[config.mk]
export PLATFORM = sky130hd
export DESIGN_NAME = sirm_ctrl
export DESIGN_NICKNAME = d
export VERILOG_FILES = /design/src/hdl/sirm_pkg.sv /design/src/hdl/sirm_ctrl.sv
export SDC_FILE = /design/constraint.sdc
export NUM_CORES = 1
export LEC_CHECK = 0
export ABC_AREA = 1
export ABC_CLOCK_PERIOD_IN_PS = 1500
export BUFFER_PORTS_ARGS = -buffer_cell sky130_fd_sc_hd__buf_2
export CORE_AREA = 5 5 42 44
export DETAILED_ROUTE_END_ITERATION = 10
export DIE_AREA = 0 0 47 49
export GPL_TIMING_DRIVEN = 0
export PLACE_DENSITY = 0.67
export SETUP_SLACK_MARGIN = 0.02
export SLEW_MARGIN = 20
export SYNTH_ARGS = -nofsm -noshare
export SYNTH_HDL_FRONTEND = slang
export SYNTH_SLANG_ARGS = --single-unit
[constraint.sdc]
create_clock -name clk -period 1.5 [get_ports clk]
set_clock_uncertainty 0.05 [all_clocks]
set_input_delay 0 -clock clk [delete_from_list [all_inputs] [get_ports clk]]
set_output_delay 0 -clock clk [all_outputs]
set_load 0.02 [all_outputs]
[src/hdl/sirm_pkg.sv]
// Shared constants, result codes and controller/datapath interface types.
package sirm_pkg;

    localparam int unsigned CAPACITY = 1024;
    localparam int unsigned ADDR_W   = $clog2(CAPACITY);
    localparam int unsigned CNT_W    = $clog2(CAPACITY + 1);
    localparam int unsigned POS_W    = 11;
    localparam int unsigned DATA_W   = 32;

    localparam logic [CNT_W-1:0] COUNT_FULL = CNT_W'(CAPACITY);
    localparam logic signed [DATA_W-1:0] MIN_INIT = {1'b0, {(DATA_W-1){1'b1}}};

    localparam logic OP_INSERT = 1'b0;
    localparam logic OP_QUERY  = 1'b1;

    localparam logic [1:0] STATUS_INSERTED  = 2'd0;
    localparam logic [1:0] STATUS_ANSWERED  = 2'd1;
    localparam logic [1:0] STATUS_FULL      = 2'd2;
    localparam logic [1:0] STATUS_BAD_RANGE = 2'd3;

    typedef struct packed {
        logic       load;
        logic       rd_prev;
        logic       rd_cur;
        logic       wr_shift;
        logic       wr_put;
        logic       acc;
        logic       finish;
        logic [1:0] result_status;
    } cmd_t;

    typedef struct packed {
        logic is_query;
        logic full;
        logic bad_range;
        logic at_pos;
        logic at_last;
    } stat_t;

endpackage

[src/hdl/sirm_ctrl.sv]
// Sequencing state machine for insert shifting and range scanning.
module sirm_ctrl
(
    input  logic            clk,
    input  logic            rst_n,
    input  logic            start,
    input  sirm_pkg::stat_t stat,
    output sirm_pkg::cmd_t  cmd,
    output logic            busy
);
    import sirm_pkg::*;

    typedef enum logic [6:0] {
        S_IDLE     = 7'b0000001,
        S_CHECK    = 7'b0000010,
        S_SHIFT_RD = 7'b0000100,
        S_SHIFT_WR = 7'b0001000,
        S_PUT      = 7'b0010000,
        S_Q_RD     = 7'b0100000,
        S_Q_ACC    = 7'b1000000
    } state_t;

    state_t state_reg;
    state_t state_next;

    always_ff @(posedge clk or negedge rst_n)
    begin
        if (!rst_n)
        begin
            state_reg <= S_IDLE;
        end
        else
        begin
            state_reg <= state_next;
        end
    end

    always_comb
    begin
        state_next = state_reg;
        cmd        = '0;
        unique case (state_reg)
            S_IDLE:
            begin
                if (start)
                begin
                    cmd.load   = 1'b1;
                    state_next = S_CHECK;
                end
            end
            S_CHECK:
            begin
                if (stat.is_query)
                begin
                    if (stat.bad_range)
                    begin
                        cmd.finish        = 1'b1;
                        cmd.result_status = STATUS_BAD_RANGE;
                        state_next        = S_IDLE;
                    end
                    else
                    begin
                        state_next = S_Q_RD;
                    end
                end
                else if (stat.full)
                begin
                    cmd.finish        = 1'b1;
                    cmd.result_status = STATUS_FULL;
                    state_next        = S_IDLE;
                end
                else if (stat.at_pos)
                begin
                    state_next = S_PUT;
                end
                else
                begin
                    state_next = S_SHIFT_RD;
                end
            end
            S_SHIFT_RD:
            begin
                cmd.rd_prev = 1'b1;
                state_next  = S_SHIFT_WR;
            end
            S_SHIFT_WR:
            begin
                cmd.wr_shift = 1'b1;
                // The pointer steps down this cycle; compare against the decremented one.
                state_next   = S_SHIFT_RD;
                if (stat.at_pos)
                begin
                    state_next = S_PUT;
                end
            end
            S_PUT:
            begin
                cmd.wr_put        = 1'b1;
                cmd.finish        = 1'b1;
                cmd.result_status = STATUS_INSERTED;
                state_next        = S_IDLE;
            end
            S_Q_RD:
            begin
                cmd.rd_cur = 1'b1;
                state_next = S_Q_ACC;
            end
            S_Q_ACC:
            begin
                cmd.acc = 1'b1;
                if (stat.at_last)
                begin
                    cmd.finish        = 1'b1;
                    cmd.result_status = STATUS_ANSWERED;
                    state_next        = S_IDLE;
                end
                else
                begin
                    state_next = S_Q_RD;
                end
            end
            default:
            begin
                state_next = S_IDLE;
            end
        endcase
    end

    assign busy = (state_reg != S_IDLE);

endmodule

After elaboration in Yosys (flattened, before gate mapping)
Index checks and enable logic that the tools add are counted.
Storage, ports and cells
  latch bits: 0
  bits in read-only memories: 0
  memory bits (writable): 0
  word-level logic and storage cells: 29
  input port bits: 8
  bits in registers: 7
  output and inout port bits: 10
  memories: 0
Cells by class
  eq/ne operators: 9
  add/sub/neg operators: 0
  $mul: 0
  shifts and indexed selects: 0
  magnitude comparators: 0
  reduce and logical (&&, ||, !) cells: 0
  multiplexer cells: 19
  divide/modulo/power cells: 0
  bitwise operators: 0
Operator list (number)
  $pmux 7 s6: 1
  $mux 7: 3
  $mux 3: 4
  $mux 6: 2
  $pmux 3 s3: 1
  $eq 7x1->1 const B: 1
  $eq 7x2->1 const B: 1
  $eq 7x3->1 const B: 1
  $eq 7x4->1 const B: 1
  $eq 7x5->1 const B: 1
  $eq 7x6->1 const B: 1
  $eq 7x7->1 const B: 1
  $mux 1: 7
  $ne 7x1->1 const B: 1
  $mux 5: 1
  $ne 2x2->1 const B: 1

Depth between registers and ports, before layout
Gate-level depths: netlist (run 1).
  depth in word-level cells: 4
  gate-level depth with buffers: 8
  mapped depth without buffers: 8

Worst setup path before layout (run 1)
Ideal clock, no wire load.
  path kind: flip-flop to output port
  from: register state_reg[6]
  to: output port cmd[0] (netlist bit)
  stages on the path, launching flop included: 4
  data arrival time: 1.247 ns
  path buffers: 0
  path slack: 0.203 ns
  data required time: 1.450 ns
  cell sequence: dfrtp_1 > nor2_2 > nand2_4 > o31ai_1
RTL lines
  start: declaration: RTL line sirm_ctrl.sv:23  | state_t state_reg;
  start signal: assignment: RTL line sirm_ctrl.sv:34  | state_reg <= state_next;
  end: declaration: RTL line sirm_ctrl.sv:8  | output sirm_pkg::cmd_t cmd,

==> run summary, run 1 <==
Status: completed
Largest area contributor in the netlist: dfrtp_1
Placeable Area: 0.00140 mm²
RSZ-0062 raised after global routing: yes
Clk sinks: 7
Post-route ant nets: 0
Required time of the critical path: 1.45 ns
Max reg flops: 7
Layout cells sized above 1: 48.5%
Fmax: 671 MHz
Vias in the first global route: 513
Worst-Skew Late Latency: 0.26 ns
Combinational group share of total power: 52.2%
Kind of critical path: register to output pin
Worst Hold Launch: stat[3]
Post-route cell area: 773 µm²
Synth unique cells: 16
First-pass GRT wire length: 2070 µm
Hold WS: 0.00996 ns
Die width: 47 µm
Clock power share: 19.4%
Crit path max fanout: 4
PD cells: 1200 mW/mm²
Crit end category: output pin
Max Cap Viol: 0
Clock root cell: clkbuf_4
Slowest stage cell, crit path: dfrtp_2
Hold/Removal Path Class: primary input to register
Int Power: 0.000515 W
Worst-Margin Slew: 0.204 ns
Peak supply drop: 508 µV
RR Startpoint: state_reg[0]
Area growth syn-to-layout: 42.4%
Final setup fails: 0
Routed vias/inst: 4.64
RD Place Congestion: 0.751
Grt total ovfl: 0
Num rows: 14
Post-route setup TNS: 0 ns
Final setup margin: 0.0101 ns
Initial Util: 38.8%
Nets: 112
Cell family with most CP delay: simple AND/OR/NAND/NOR gates
WP buf/inv: 1
Final HPWL DP: 962 µm
Top_reg_cell synth: dfrtp_1
Initial DRC count: 15
Hold EP: state_reg[4]
Switch Pwr: 0.000415 W
CTS tree: built
Commonest cells in the netlist: nor2_1, nand2_1, inv_1, dfrtp_1
Yosys reg bits: 7
Path depth of the worst reg2reg path: 7
# IOs: 18
Post-Synthesis Net Count: 83
Initial DRT Pass Iterations: 4
CTS clock-pin slew for the worst setup and hold paths: 0.05 ns
Tot GR Track Use: 12.7%
Top cells by area, synth: dfrtp_1, nor2_4, nor2_1
Final hold vios: 0
Switching share of power: 44.6%
Buffers on Ports: 17
FF-to-FF setup slack: 0.21 ns
DR DRC count: 0
Final Cycle Share: 99.3%
Arr. time, crit path: 1.44 ns
Avg Cell Area, Syn: 7.24 µm²
Largest net degree at the start of global routing: 8
Post-route insts no fill: 119
Routed WL: 1370 µm
DIE AREA: 0.00230 mm²
Post-place setup slack: 0.310 ns
Crit start category: register
WHS Path Cells: 4
Synth async-reset ratio: 100%
Synth top area share: 27.6%
Cells after Synth: 75
Crit path time final: 1.49 ns
Yosys warning count: 0
Clk buf depth: 2
Placed cell count: 108
Capturing point of the worst reg2reg path: state_reg[0]
EDFF count, synth: 0
Leakage power: 0.419 nW
Initial antenna violation count: 0
Seq/Total Area, Yosys: 32.5%
Crit path top cell by count: nor2_4
Post-DP Area: 648 µm²
Routed length per instance: 11.5 µm
Share of power burned in registers: 28.4%
Most common cell in the netlist: nor2_1
CP Cell Sequence: nor2_4, nand2_4, nor2_4, nand2_2, o31ai_2, buf_4
Slew HR: 86.3%
Total CTS buffers: 3
Slew Viols, Final: 0
Diode count: 0
Mapped Area: 543 µm²
Max incr delay on CP: 0.44 ns
CTS H-Tree Depth: 1
Die height: 49 µm
Vias post-DR: 552
-- area by class of cell --
class	instances	area (µm²)
Tap cell	16	20.0
Sequential cell	7	178
Clock buffer	4	26.3
Multi-Input combinational cell	54	332
Timing Repair Buffer	24	165
Fill cell	129	628
Inverter	14	52.6
-- tightest hold or removal path, delay by kind of cell --
kind | cells | cell delay (ns)
buf+inv | 2 | 0.14
simple gates | 1 | 0.08
compound gates | 1 | 0.06
-- what timing repair did --
item / in CTS / in global routing
hold buffers: 5 / 0
resized for setup: 0 / 11
setup endpoints to repair: 0 / 3
buffers inserted: 0 / 2
hold endpoints to repair: 12 / 0
-- power by group through the flow --
stage / Clock, W / Combinational [W] / Sequential (W)
after floorplan: 0 / 0.000307 / 0.000262
after global placement: 0 / 0.000392 / 0.000265
after detailed placement: 0 / 0.000393 / 0.000266
after CTS: 0.000178 / 0.000405 / 0.000263
after global routing: 0.000197 / 0.000525 / 0.000269
final: 0.000180 / 0.000485 / 0.000265
-- through the flow --
step	utilization (%)	power (W)
after floorplan	-	0.000568
after global placement	46.3	0.000657
after detailed placement	46.3	0.000659
after CTS	51.7	0.000845
after global routing	55.2	0.000991
final	55.2	0.000931
-- cell families after synthesis --
| logic type | share of synthesized area, % |
|---|---|
| compound gates | 4.61 |
| buf+inv | 9.68 |
| flops | 32.5 |
| simple gates | 53.2 |
-- metal layers --
metal / global-route usage (%) / share of wire [%] / up-vias / wire length [µm]
li1: - / - / 285 / -
met2: 20.1 / 54 / 15 / 740
met4: 9.68 / 3.4 / 0 / 46
met1: 14.3 / 40 / 247 / 546
met5: 0 / 0 / - / 0
met3: 2.21 / 2.5 / 5 / 34
-- placed cells by master, fill, tap and decap left out, types with 3 or more instances in the layout --
cell type,n
inv_1,8
dfrtp_1,5
nand3_1,3
buf_2,14
nand2_4,3
clkbuf_4,3
buf_4,3
nor2_4,6
dlygate4sd3_1,5
nor2_1,13
inv_2,6
nand3_2,3
nand2_1,12
nor2_2,5
-- how the worst max path moves through the flow --
| stage | from | end | slack, ns | cells after the start |
|---|---|---|---|---|
| after floorplan | state_reg[6] | cmd[0] | 0.20 | 3 |
| after global placement | state_reg[3] | cmd[0] | 0.32 | 6 |
| after detailed placement | state_reg[3] | cmd[0] | 0.31 | 6 |
| after CTS | state_reg[3] | cmd[0] | 0.02 | 6 |
| after global routing | state_reg[3] | cmd[0] | -0.07 | 6 |
| final | state_reg[3] | cmd[0] | 0.01 | 6 |
Power figures use the tool's default switching activity.
==> run 2, diff against run 1 <==
--- a/config.mk
+++ b/config.mk
@@ -7,8 +7,9 @@
 export LEC_CHECK = 0
 export ABC_AREA = 1
 export ABC_CLOCK_PERIOD_IN_PS = 1500
-export BUFFER_PORTS_ARGS = -buffer_cell sky130_fd_sc_hd__buf_2
+export BUFFER_PORTS_ARGS = -buffer_cell sky130_fd_sc_hd__buf_4
 export CORE_AREA = 5 5 42 44
+export CTS_BUF_LIST = sky130_fd_sc_hd__clkbuf_8 sky130_fd_sc_hd__clkbuf_16
 export DETAILED_ROUTE_END_ITERATION = 10
 export DIE_AREA = 0 0 47 49
 export GPL_TIMING_DRIVEN = 0
==> run summary, run 2 (synthesis results as in run 1) <==
CTS clock-pin slew for the worst setup and hold paths: 0.04 ns (about the same)
Arr. time, crit path: 1.39 ns (-0.05 ns)
Crit end category: output pin
Area growth syn-to-layout: 53.2%
Routed vias/inst: 4.69 (+1.1%)
Diode count: 0 (unchanged)
Buffers on Ports: 17 (unchanged)
DIE AREA: 0.00230 mm² (unchanged)
Fmax: 693 MHz (+3.2%)
Most common cell after layout, fill and taps aside: buf_4
Die height: 49 µm (unchanged)
RSZ-0062 raised after global routing: yes
Clk buf depth: 2 (unchanged)
Slew HR: 86.3% (about the same)
Kind of critical path: register to output pin
RD Place Congestion: 0.727 (-3.1%)
Final hold vios: 0 (unchanged)
Final HPWL DP: 1030 µm (+7.2%)
# IOs: 18 (unchanged)
Slew Viols, Final: 0 (unchanged)
PD cells: 1270 mW/mm² (+5.1%)
Clock root cell: clkbuf_8
Hold/Removal Path Class: primary input to register
Fill cells: 125 (-3.1%)
Vias in the first global route: 513 (unchanged)
Post-DP Area: 691 µm² (+6.6%)
Final setup fails: 0 (unchanged)
CTS tree: built
Max Cap Viol: 0 (unchanged)
Initial antenna violation count: 0 (unchanged)
Grt total ovfl: 0 (unchanged)
Post-route ant nets: 0 (unchanged)
Worst setup path start: state_reg[0]
Routed length per instance: 11.8 µm (+2.8%)
DR DRC count: 0 (unchanged)
Worst-Margin Slew: 0.205 ns (+0.000904 ns)
Num rows: 14 (unchanged)
Initial DRT Pass Iterations: 4 (unchanged)
Largest net degree at the start of global routing: 8 (unchanged)
Crit start category: register
Routed WL: 1420 µm (+3.7%)
Post-route cell area: 832 µm² (+7.6%)
Initial DRC count: 11 (-4)
Placeable Area: 0.00140 mm² (unchanged)
Vias post-DR: 563 (+2.0%)
RR Startpoint: state_reg[0]
Post-route setup TNS: 0 ns (unchanged)
Worst-Skew Late Latency: 0.23 ns (-0.03 ns)
First-pass GRT wire length: 2090 µm (+0.97%)
CTS H-Tree Depth: 1 (unchanged)
Layout cells sized above 1: 50.0% (+1.5 points)
Required time of the critical path: 1.45 ns (about the same)
Tot GR Track Use: 13.1% (+0.35 points)
Nets: 113 (+0.89%)
Crit path time final: 1.44 ns (-0.0469 ns)
Final Cycle Share: 96.2% (-3.1 points)
Worst Hold Launch: stat[2]
Leakage power: 0.443 nW (+5.7%)
Commonest cells after routing, fill and taps aside: buf_4, nor2_1, nand2_1, inv_1
Die width: 47 µm (unchanged)
Initial Util: 38.8% (unchanged)
Clk sinks: 7 (unchanged)
Crit path max fanout: 4 (unchanged)
Max reg flops: 7 (unchanged)
Total CTS buffers: 3 (unchanged)
Peak supply drop: 657 µV (+29%)
Status: completed
## run 2: cell types whose count changed in the layout (fill, tap and decap cells not counted)
| cell | previous run | this run |
|---|---|---|
| buf_4 | 3 | 19 |
| buf_2 | 14 | 0 |
| inv_1 | 8 | 9 |
| clkbuf_4 | 3 | 0 |
| dlygate4sd3_1 | 5 | 4 |
| clkbuf_1 | 1 | 0 |
| clkbuf_8 | 0 | 3 |
## run 2: timing repair
item,CTS,global route
gates resized for setup,0,8
hold buffers,4,0
endpoints found under the hold margin,10,0
buffers inserted,0,4
endpoints found under the setup margin,0,2
## run 2: critical path, stage by stage (launching register included)
cell,delay (ns)
dfstp_2,0.56
inv_2,0.05
nor2_1,0.10
nand2_1,0.08
inv_2,0.08
nand2_4,0.06
nor2_4,0.11
buf_6,0.12
## run 2: final cells by class
type | count | area (µm²) | share of cell area, %
multi-input cells | 54 | 332 | 39.8
repair buffers | 25 | 205 | 24.7
flip-flops and latches | 7 | 178 | 21.4
inverters | 14 | 52.6 | 6.32
clock buffers | 3 | 41.3 | 4.96
well taps | 16 | 20.0 | 2.41
clock inverters | 1 | 3.75 | 0.451
## run 2: worst paths after layout
check | depth (start not counted) | slack [ns] | endpoint
max | 7 | 0.06 | cmd[8]
min | 4 | 0.007 | state_reg[5]
max reg2reg | 7 | 0.22 | state_reg[0]
min reg2reg | 2 | 0.54 | state_reg[6]
max in group asynchronous | 2 | 1.12 | state_reg[0]
min in group asynchronous | 2 | 0.08 | state_reg[4]
## run 2: metrics by stage
step | power, W | hold WS, ns | cells | setup WS (ns) | util [%]
floorplan | 0.000568 | -0.346 | 75 | 0.203 | -
global placement | 0.000685 | -0.232 | 108 | 0.311 | 49.3
detailed placement | 0.000697 | -0.232 | 108 | 0.297 | 49.3
CTS | 0.000972 | 0.00826 | 116 | 0.0483 | 55.4
global route | 0.00112 | 0.0115 | 120 | -0.0296 | 59.4
finish | 0.00105 | 0.00734 | 120 | 0.0570 | 59.4
## run 2: where the power goes
part	switching [W]	total (W)	internal, W
combinational	0.000306	0.000523	0.000218
sequential	0.0000384	0.000267	0.000228
clock	0.0000855	0.000263	0.000177
total	0.000429	0.00105	0.000623
## run 2: routing by layer
metal | vias up | track usage, % | share of wire (%)
li1 | 286 | - | -
met1 | 256 | 13.2 | 40
met2 | 17 | 21.3 | 52
met3 | 4 | 4.06 | 5.4
met4 | 0 | 9.68 | 2.7
met5 | - | 0 | 0
==> run 3, diff against run 2 <==
--- a/config.mk
+++ b/config.mk
@@ -6,7 +6,7 @@
 export NUM_CORES = 1
 export LEC_CHECK = 0
 export ABC_AREA = 1
-export ABC_CLOCK_PERIOD_IN_PS = 1500
+export ABC_CLOCK_PERIOD_IN_PS = 1850
 export BUFFER_PORTS_ARGS = -buffer_cell sky130_fd_sc_hd__buf_4
 export CORE_AREA = 5 5 42 44
 export CTS_BUF_LIST = sky130_fd_sc_hd__clkbuf_8 sky130_fd_sc_hd__clkbuf_16
==> constraint.sdc (replaced) <==
create_clock -name clk -period 1.85 [get_ports clk]
set_clock_uncertainty 0.05 [all_clocks]
set_input_delay 0 -clock clk [delete_from_list [all_inputs] [get_ports clk]]
set_output_delay 0 -clock clk [all_outputs]
set_load 0.02 [all_outputs]
==> run summary, run 3 (synthesis results as in run 1) <==
Max incr delay on CP: 0.43 ns (-0.13 ns)
Slowest stage cell, crit path: dfrtp_1
Hold EP: state_reg[5]
Int Power: 0.000462 W (-26%)
Crit start category: register
Final Util: 55.4% (-4.0 points)
Tot GR Track Use: 13.1% (unchanged)
RD Place Congestion: 0.727 (unchanged)
Die height: 49 µm (unchanged)
Final Cycle Share: 78.2%
DIE AREA: 0.00230 mm² (unchanged)
Capturing point of the worst reg2reg path: state_reg[0]
Die width: 47 µm (unchanged)
CP Cell Sequence: nor2_2, nand2_4, o31ai_1, buf_4
Final HPWL DP: 1030 µm (unchanged)
Final hold vios: 0 (unchanged)
Clk buf depth: 2 (unchanged)
Initial antenna violation count: 0 (unchanged)
Cell family with most CP delay: flip-flops
Placeable Area: 0.00140 mm² (unchanged)
Routed length per instance: 11.1 µm (-6.1%)
CTS H-Tree Depth: 1 (unchanged)
Vias post-DR: 533 (-5.3%)
DR DRC count: 0 (unchanged)
CTS tree: built
PD cells: 1010 mW/mm² (-20%)
Path depth of the worst reg2reg path: 8 (+1)
Worst Hold Launch: stat[2]
Final setup fails: 0 (unchanged)
Kind of critical path: register to output pin
First-pass GRT wire length: 2090 µm (unchanged)
Crit path max fanout: 6 (+2)
Initial DRC count: 10 (-1)
WHS Path Cells: 4 (unchanged)
Switch Pwr: 0.000319 W (-26%)
Diode count: 0 (unchanged)
Share of power burned in registers: 27.4% (+2.1 points)
Most common cell after layout, fill and taps aside: buf_4
Clk sinks: 7 (unchanged)
Peak supply drop: 494 µV (-25%)
Clock root cell: clkbuf_8
Status: completed
Initial DRT Pass Iterations: 4 (unchanged)
Routed vias/inst: 4.59 (-2.1%)
Routed WL: 1290 µm (-9.2%)
Slew HR: 85.3% (-1.0 points)
Commonest cells after routing, fill and taps aside: buf_4, nor2_1, nand2_1, inv_1, dfrtp_1
Num rows: 14 (unchanged)
WP buf/inv: 1 (-2)
Vias in the first global route: 513 (unchanged)
Arr. time, crit path: 1.40 ns (about the same)
Grt total ovfl: 0 (unchanged)
Clock power share: 27.1% (+2.1 points)
Buffers on Ports: 17 (unchanged)
Required time of the critical path: 1.80 ns (+0.35 ns)
RSZ-0062 raised after global routing: no
Area growth syn-to-layout: 42.9%
Worst-Skew Late Latency: 0.23 ns (about the same)
Max Cap Viol: 0 (unchanged)
Post-route ant nets: 0 (unchanged)
RR Startpoint: state_reg[0]
Nets: 109 (-3.5%)
Total CTS buffers: 3 (unchanged)
Layout cells sized above 1: 44.0% (-6.0 points)
# IOs: 18 (unchanged)
Post-CTS setup buffer count: 0 (unchanged)
Initial Util: 38.8% (unchanged)
Post-route setup TNS: 0 ns (unchanged)
Largest net degree at the start of global routing: 8 (unchanged)
Max reg flops: 7 (unchanged)
Leakage power: 0.420 nW (-5.1%)
Worst-Margin Slew: 0.218 ns (+0.0134 ns)
Crit path time final: 1.45 ns
Slew Viols, Final: 0 (unchanged)
Hold/Removal Path Class: primary input to register
Switching share of power: 40.9% (+0.083 points)
Combinational group share of total power: 45.5% (-4.2 points)
FF-to-FF setup slack: 0.63 ns (+0.41 ns)
Fmax: 691 MHz
Hold WS: 0.00844 ns (+0.00110 ns)
Crit end category: output pin
Fill cells: 135 (+8.0%)
CTS clock-pin slew for the worst setup and hold paths: 0.04 ns (about the same)
## run 3: worst min-delay path: cells and delay by family
family          cells  cell delay [ns]
buf+inv             1             0.08
simple gates        2             0.10
compound gates      1             0.06
## run 3: power groups by stage
| stage | combinational, W | clock [W] | sequential (W) |
|---|---|---|---|
| after floorplan | 0.000249 | 0 | 0.000212 |
| after global placement | 0.000340 | 0 | 0.000215 |
| after detailed placement | 0.000349 | 0 | 0.000216 |
| after CTS | 0.000358 | 0.000217 | 0.000214 |
| after global routing | 0.000389 | 0.000227 | 0.000215 |
| final | 0.000355 | 0.000211 | 0.000214 |
## run 3: area by class of cell
type	count	area [µm²]	share of cell area [%]
clock buffer	3	41.3	5.32
clock inverter	1	3.75	0.484
tap	16	20.0	2.58
inverter	14	52.6	6.77
sequential	7	176	22.7
timing repair buffer	21	168	21.6
multi-input combinational	54	314	40.5
## run 3: timing repair
item	in CTS	in global routing
setup endpoints to repair	0	0
gates resized for setup	0	0
hold buffers	4	0
hold endpoints to repair	10	0
## run 3: worst max-delay path by stage
stage	depth (start not counted)	to	start	slack (ns)
final	4	cmd[0]	state_reg[6]	0.40
after floorplan	3	cmd[0]	state_reg[6]	0.55
after global routing	6	cmd[0]	state_reg[3]	0.33
after CTS	7	cmd[8]	state_reg[0]	0.40
after global placement	4	cmd[0]	state_reg[6]	0.66
after detailed placement	8	state_reg[0]	state_reg[0]	0.65
## run 3: metal layers
layer | global-route usage (%) | up-vias | part of all wire, %
met4 | 9.68 | 0 | 0
li1 | - | 280 | -
met3 | 4.06 | 0 | 3.6
met2 | 21.3 | 11 | 55
met5 | 0 | - | 0
met1 | 13.2 | 242 | 41
## run 3: stage by stage
stage,instances,power [W],worst slack (ns),instance area (µm²)
finish,116,0.000781,0.403,776
global route,116,0.000831,0.330,776
CTS,116,0.000788,0.398,776
detailed placement,108,0.000565,0.647,691
global placement,108,0.000556,0.661,691
floorplan,75,0.000461,0.553,543
